[config.mk]
export PLATFORM = sky130hd
export DESIGN_NAME = orac_cell
export DESIGN_NICKNAME = d
export VERILOG_FILES = /design/src/hdl/orac_pkg.sv /design/src/hdl/orac_cell.sv
export SDC_FILE = /design/constraint.sdc
export NUM_CORES = 1
export LEC_CHECK = 0
export ABC_CLOCK_PERIOD_IN_PS = 4000
export BUFFER_PORTS_ARGS = -buffer_cell sky130_fd_sc_hd__buf_2
export CAP_MARGIN = 30
export CORE_AREA = 2 2 302 304
export DETAILED_ROUTE_END_ITERATION = 10
export DIE_AREA = 0 0 304 306
export PLACE_DENSITY_LB_ADDON = 0.25
export SLEW_MARGIN = 20
export SYNTH_ARGS = -nofsm -noshare
export SYNTH_HDL_FRONTEND = slang
export SYNTH_SLANG_ARGS = --single-unit
export TNS_END_PERCENT = 30
[constraint.sdc]
create_clock -name clock -period 4 [get_ports clock]
set_input_delay 0.2 -clock clock [delete_from_list [all_inputs] [get_ports clock]]
set_output_delay 0.2 -clock clock [all_outputs]
set_load 0.1 [all_outputs]
[src/hdl/orac_pkg.sv]
// ----------------------------------------------------------------------------
// orac_pkg
// Types and constants shared by the owner range access checker.
// ----------------------------------------------------------------------------
package orac_pkg;

   localparam int ADDR_W = 64;

   // operation codes on the request channel
   localparam logic OP_ADD   = 1'b0;
   localparam logic OP_CHECK = 1'b1;

   // one protection entry
   typedef struct packed {
      logic [ADDR_W-1:0] owner_start;
      logic [ADDR_W-1:0] owner_size;
      logic [ADDR_W-1:0] region_start;
      logic [ADDR_W-1:0] region_size;
   } entry_type;

   // check token that walks the cell chain
   typedef struct packed {
      logic              valid;
      logic [ADDR_W-1:0] source_address;
      logic [ADDR_W-1:0] target_address;
      logic              hit;
      logic              granted;
   } token_type;

   // result held until the output register is free
   typedef struct packed {
      logic illegal;
      logic add_refused;
   } res_type;

endpackage

[src/hdl/orac_cell.sv]
// ----------------------------------------------------------------------------
// orac_cell
// One table slot: holds an entry, shifts it on add, and folds its range
// check into the passing check token.
// ----------------------------------------------------------------------------
module orac_cell (
   input  logic                clock,
   input  logic                reset,
   input  logic                shift_en,
   input  logic                active,
   input  orac_pkg::entry_type entry_in,
   output orac_pkg::entry_type entry_out,
   input  orac_pkg::token_type token_in,
   output orac_pkg::token_type token_out
);

   orac_pkg::entry_type entry_ff;
   orac_pkg::token_type token_ff;
   orac_pkg::token_type token_in_d;
   logic                data_hit;
   logic                owner_hit;

   // inclusive range, end taken without wrap
   function automatic logic covers(input logic [orac_pkg::ADDR_W-1:0] base,
                                   input logic [orac_pkg::ADDR_W-1:0] len,
                                   input logic [orac_pkg::ADDR_W-1:0] addr);
      logic [orac_pkg::ADDR_W-1:0] diff;
      diff = addr - base;
      return (addr >= base) && (diff <= len);
   endfunction

   assign data_hit  = active && covers(entry_ff.region_start, entry_ff.region_size,
                                       token_in.target_address);
   assign owner_hit = covers(entry_ff.owner_start, entry_ff.owner_size,
                             token_in.source_address);

   always_comb begin
      token_in_d         = token_in;
      token_in_d.hit     = token_in.hit | data_hit;
      token_in_d.granted = token_in.granted | (data_hit & owner_hit);
   end

   always_ff @(posedge clock) begin
      if (shift_en) begin
         entry_ff <= entry_in;
      end
   end

   always_ff @(posedge clock) begin
      if (reset) begin
         token_ff.valid <= 1'b0;
      end else begin
         token_ff.valid <= token_in_d.valid;
      end
      token_ff.source_address <= token_in_d.source_address;
      token_ff.target_address <= token_in_d.target_address;
      token_ff.hit            <= token_in_d.hit;
      token_ff.granted        <= token_in_d.granted;
   end

   assign entry_out = entry_ff;
   assign token_out = token_ff;

endmodule

==> flow_metrics.tcl, run 1 <==
set metrics [dict create \
    outcome "finished, violations left" \
    violations "negative setup slack" \
    postSynthCellCount 2029 \
    synth_seq_cells 387 \
    synth.top_cell.area_share_pct 36.0 \
    arrival_ns 5.27 \
    gp_congestion 0.870 \
    clockBufferDepth 3 \
    slew_viol_final 0 \
    grt_max_degree 92 \
    synth_area_leaders "edfxtp_1 36%, ha_1 15%, dfxtp_1 12%" \
    rsz0062_at_grt "true" \
    drive_gt1_share_pct 37.2 \
    io_pins 778 \
    drt-initial-drc-count 1319 \
    initial_utilization_pct 23.9 \
    clock_sinks 387 \
    cp_common_cell "buf_4" \
    hold_depth 1 \
    area_delta_synth_final_pct 66.8 \
    path_buf_inv 6 \
    yosysMostFrequentCell "inv_1" \
    cp_num_cells 26 \
    path_clk_slew_ns 0.07 \
    syn_area_sq_um 21400 \
    yosysTopAreaCell "edfxtp_1" \
    finalCriticalPeriod_ns 4.78 \
    numCtsBuffers 45 \
    tritoncts "done" \
    wl_per_cell_um 18.4 \
    slew_headroom_pct 44.8 \
    track_usage_pct 18.4 \
    finalWirelength_um 89200 \
    fp.dieH_um 306 \
    grt_pass1_wl_um 131000 \
    fmax_mhz 209 \
    holdWs_ns 0.189 \
    max-cap-violations 0 \
    utilization_pct 39.8 \
    ys_seq_area_share_pct 48.2 \
    htreeDepth 2 \
    synth_common_cells "289 x inv_1, 256 x edfxtp_1, 256 x ha_1" \
    report.power.total_uw 15500 \
    port_buffers 777 \
    period_share_pct 120 \
    hold_violations 0 \
    drc 0 \
    worstPathMaxFanout 4 \
    grt_overflow 0 \
    finClkSkew_ns 0.0263 \
    antenna_found_initial 13 \
    crit_family "compound AO/OA/AOI/OAI gates" \
    die_w_um 304 \
    synth_edf_count 256 \
    critPathKind "register to register" \
    startpoint_type "register" \
    reg2regPathDepth 26 \
    vias 21300 \
    ant_nets 0 \
    peakVddDrop_uv 333 \
    final-setup-viol-count 2 \
    nNetsFinal 4291 \
    drt_first_pass_iters 7 \
    synth-main-ff-cell "edfxtp_1" \
    syn_nets 2678 \
    crit_path_end_kind "register" \
    core_sq_um 89600 \
    row_count 110 \
    hold_class "input pin to register" \
    required_ns 4.48 \
    worstMarginPinSlew_ns 0.828 \
    hpwl_um 72200 \
    synth.distinct_cells 76 \
    slowest_delay_ns 0.41 \
    first_global_vias 21900 \
    insertion_delay_ns 0.61 \
    clock-root-buffer "clkbuf_16" \
    layout_setup_ws_ns -0.782 \
    power_density_nw_per_um2 435 \
    slowest_stage "edfxtp_1" \
    dieArea_sq_um 93000 \
    routed_via_density 4.39 \
    synthArstFlopShare_pct 0 \
    p_leak_uw 0.0176 \
    syn_area_per_cell_sq_um 10.5 \
    yosysWarnings 0 \
]
==> power breakdown <==
part / total, uW / internal [uW] / switching, uW
clock: 4260 / 2470 / 1790
sequential: 4760 / 4580 / 180
combinational: 6490 / 2300 / 4190
==> worst paths after layout <==
| kind | start | end | slack [ns] |
|---|---|---|---|
| setup / recovery | entry_out[72]$_DFFE_PP_ | token_out[0]$_DFF_P_ | -0.78 |
| hold / removal | shift_en | entry_out[151]$_DFFE_PP_ | 0.19 |
| setup reg to reg | entry_out[72]$_DFFE_PP_ | token_out[0]$_DFF_P_ | -0.78 |
| hold reg to reg | entry_out[255]$_DFFE_PP_ | token_out[0]$_DFF_P_ | 1.05 |
==> final cells by class <==
type                    count  area, sq um
diodes                      2         5.00
clock buffers              64         1330
inverters                 289         1080
repair buffers           1609        11100
well taps                1176         1470
clock inverters            19          180
fillers                  8813        53900
multi-input cells        1310        10100
flip-flops and latches    387        10300
==> routing by layer <==
| metal | track usage, % | vias up | share of wire (%) |
|---|---|---|---|
| li1 | - | 10500 | - |
| met1 | 23.5 | 10000 | 43 |
| met2 | 31.2 | 644 | 48 |
| met3 | 3.53 | 120 | 6.0 |
| met4 | 6.04 | 4 | 2.8 |
| met5 | 0 | - | 0.029 |
==> cells by family after synthesis <==
kind of cell,count (synthesis),synth area share (%)
mux,1,0.0468
compound gates,563,17.0
xor+xnor,118,4.83
buf+inv,332,5.91
simple gates,370,8.79
fa+ha+maj,258,15.2
flops,387,48.2
==> state kept, by name, summed over array words and instances, names as in the netlist <==
register / flops
token_out: 131
entry_out: 256
==> cell usage in the layout, fill, tap and decap left out, types with 12 or more instances in the layout <==
| cell | Yosys | final |
|---|---|---|
| a21o_1 | 136 | 136 |
| a21oi_1 | 185 | 172 |
| a21oi_2 | 3 | 15 |
| a31oi_1 | 21 | 18 |
| and3_1 | 16 | 15 |
| buf_2 | 6 | 776 |
| buf_4 | 0 | 441 |
| clkbuf_16 | 0 | 49 |
| dfxtp_1 | 131 | 131 |
| dlygate4sd3_1 | 0 | 388 |
| edfxtp_1 | 256 | 256 |
| ha_1 | 256 | 250 |
| inv_1 | 289 | 285 |
| nand2_1 | 90 | 90 |
| nand2b_1 | 15 | 15 |
| nand3_1 | 33 | 33 |
| nand4_1 | 62 | 62 |
| nor2_1 | 79 | 77 |
| nor2b_1 | 17 | 17 |
| nor3_1 | 12 | 12 |
| o21ai_0 | 83 | 72 |
| o21bai_1 | 25 | 25 |
| xnor2_1 | 76 | 76 |
| xor2_1 | 42 | 42 |
==> through the flow <==
step	area, sq um	worst slack [ns]	cells	TNS, ns
global route	35700	-1.07	4855	-2.13
CTS	35400	-0.839	4846	-1.64
detailed placement	29900	-1.17	4368	-2.24
finish	35700	-0.782	4856	-1.55
floorplan	21400	-0.861	2029	-1.68
global placement	29900	-1.12	4368	-1.98
==> timing repair <==
action | in CTS | in global routing
endpoints found under the hold margin | 387 | 0
setup endpoints to repair | 2 | 2
hold buffers | 388 | 0
buffers inserted | 7 | 9
pin swaps | 18 | 45
resized for setup | 22 | 43
gates cloned | 0 | 0
Power figures use the tool's default switching activity.
==> run 2: changes to the inputs <==
PLACE_DENSITY = 0.5   (was not set)
PLACE_DENSITY_LB_ADDON = not set   (was 0.25)
SKIP_CTS_REPAIR_TIMING = 1   (was not set)
==> run 2 against run 1 <==
Against the previous run:
- first-iteration DRC count down 4.5%
- combinational power down 0.6%
- the run still ends with negative setup slack left
- clock skew rose by 0.0042 ns
- final cell count decreased by 0.14%
- via count barely moved
- total power decreased by 0.15%
- hold slack worse by 0.026 ns
- wire length fell by 0.54%
- final area is 0.51% lower
- sequential cell count unchanged
==> flow_metrics.tcl, run 2 (same netlist as run 1, synthesis figures left out) <==
set metrics [dict create \
    drc 0 \
    outcome "finished, violations left" \
    holdWs_ns 0.163 \
    fp.dieH_um 306 \
    critPathLaunch "entry_out[64]$_DFFE_PP_" \
    drt_first_pass_iters 5 \
    peakVddDrop_uv 372 \
    startpoint_type "register" \
    dp_slack_ns -1.21 \
    crit_path_end_kind "register" \
    worstMarginPinSlew_ns 0.867 \
    tritoncts "done" \
    fillers 8865 \
    hp-start "shift_en" \
    grt_max_degree 98 \
    clockBufferDepth 3 \
    area_delta_synth_final_pct 65.9 \
    power_density_nw_per_um2 436 \
    finClkSkew_ns 0.0304 \
    layout_commonest_cell "buf_2" \
    port_buffers 777 \
    clock_sinks 387 \
    rsz0062_at_grt "true" \
    layout_common_cells "776 x buf_2, 433 x buf_4, 388 x dlygate4sd3_1, 288 x inv_1, 256 x edfxtp_1" \
    required_ns 4.50 \
    critPathKind "register to register" \
    finalWirelength_um 88700 \
    worstPathMaxFanout 4 \
    fmax_mhz 203 \
    hold_class "input pin to register" \
    grt_pass1_wl_um 122000 \
    utilization_pct 39.6 \
    max-cap-violations 0 \
    finalCriticalPeriod_ns 4.93 \
    antenna_found_initial 8 \
    violations "negative setup slack" \
    first_global_vias 19800 \
    hold_depth 1 \
    nNetsFinal 4283 \
    layout.cells.non_filler 4849 \
    numCtsBuffers 45 \
    clock-root-buffer "clkbuf_16" \
    ant_nets 0 \
    initial_utilization_pct 23.9 \
    wl_per_cell_um 18.3 \
    insertion_delay_ns 0.61 \
    final.setup.tns_ns -1.86 \
    reg2regPathDepth 23 \
    io_pins 778 \
    routed_via_density 4.40 \
    largest_reg_flops 256 \
    r2r_start "entry_out[64]$_DFFE_PP_" \
    grt_overflow 0 \
    track_usage_pct 17.4 \
    final-setup-viol-count 2 \
    die_w_um 304 \
    row_count 110 \
    slew_viol_final 0 \
    vias 21400 \
    htreeDepth 2 \
    period_share_pct 123 \
    slew_headroom_pct 42.2 \
    core_sq_um 89600 \
    drt-initial-drc-count 1259 \
    path_clk_slew_ns 0.06 \
    arrival_ns 5.44 \
    hpwl_um 72100 \
    gp_congestion 0.877 \
    layout_setup_ws_ns -0.933 \
    dieArea_sq_um 93000 \
    dp_cells 4366 \
    p_leak_uw 0.0176 \
    hold_violations 0 \
    drive_gt1_share_pct 36.6 \
]
run 2: worst max-delay path: stages, from the launching register on:
cell and delay (ns):
edfxtp_1 0.37, ha_2 0.20, inv_2 0.04, fa_2 0.36, a21o_1 0.19, a311oi_2 0.27
o21ai_2 0.11, a21oi_4 0.22, o22a_1 0.20, o21ai_2 0.09, o31a_1 0.36, a22o_1 0.27
o31a_1 0.26, a211oi_2 0.26, ha_1 0.18, nand4_1 0.15, nor4_4 0.34, nand3_1 0.15
nand3b_1 0.22, o21ai_2 0.15, a211oi_2 0.06, o2bb2ai_2 0.20, buf_6 0.14, o31ai_2 0.05
run 2: routing by layer:
| metal | GRT usage, % | part of all wire (%) | routed length (um) |
|---|---|---|---|
| met3 | 3.63 | 5.6 | 4950 |
| met2 | 28.8 | 47 | 41600 |
| met5 | 0 | 0.028 | 25 |
| met1 | 22.7 | 44 | 39400 |
| met4 | 5.13 | 3.0 | 2690 |
run 2: where the power goes:
| group | internal (uW) | switching, uW | leakage [uW] |
|---|---|---|---|
| clock network | 2520 | 1760 | 0.000753 |
| logic | 2270 | 4170 | 0.0132 |
| registers | 4580 | 181 | 0.00361 |
| total | 9370 | 6120 | 0.0176 |
run 2: path summary, 6_finish.rpt:
check	to	slack, ns
setup / recovery	token_out[0]$_DFF_P_	-0.93
hold / removal	entry_out[152]$_DFFE_PP_	0.16
setup reg to reg	token_out[0]$_DFF_P_	-0.93
hold reg to reg	token_out[0]$_DFF_P_	1.07
run 2: final cells by class:
class                           count  area (sq um)  area share (%)
Timing Repair Buffer             1601         11100            31.2
Sequential cell                   387         10300            29.1
Multi-Input combinational cell   1310         10000            28.2
Tap cell                         1176          1470            4.15
Clock buffer                       64          1330            3.75
Inverter                          289          1080            3.06
Clock inverter                     20           196           0.554
Antenna cell                        2          5.00          0.0141
run 2: per-stage QoR:
| stage | cell area [sq um] | power (uW) |
|---|---|---|
| 6_report | 35500 | 15500 |
| 5_1_grt | 35500 | 16200 |
| 4_1_cts | 31400 | 15200 |
| 3_5_place_dp | 29800 | 10900 |
| 3_3_place_gp | 29800 | 10900 |
| 2_1_floorplan | 21400 | 8860 |
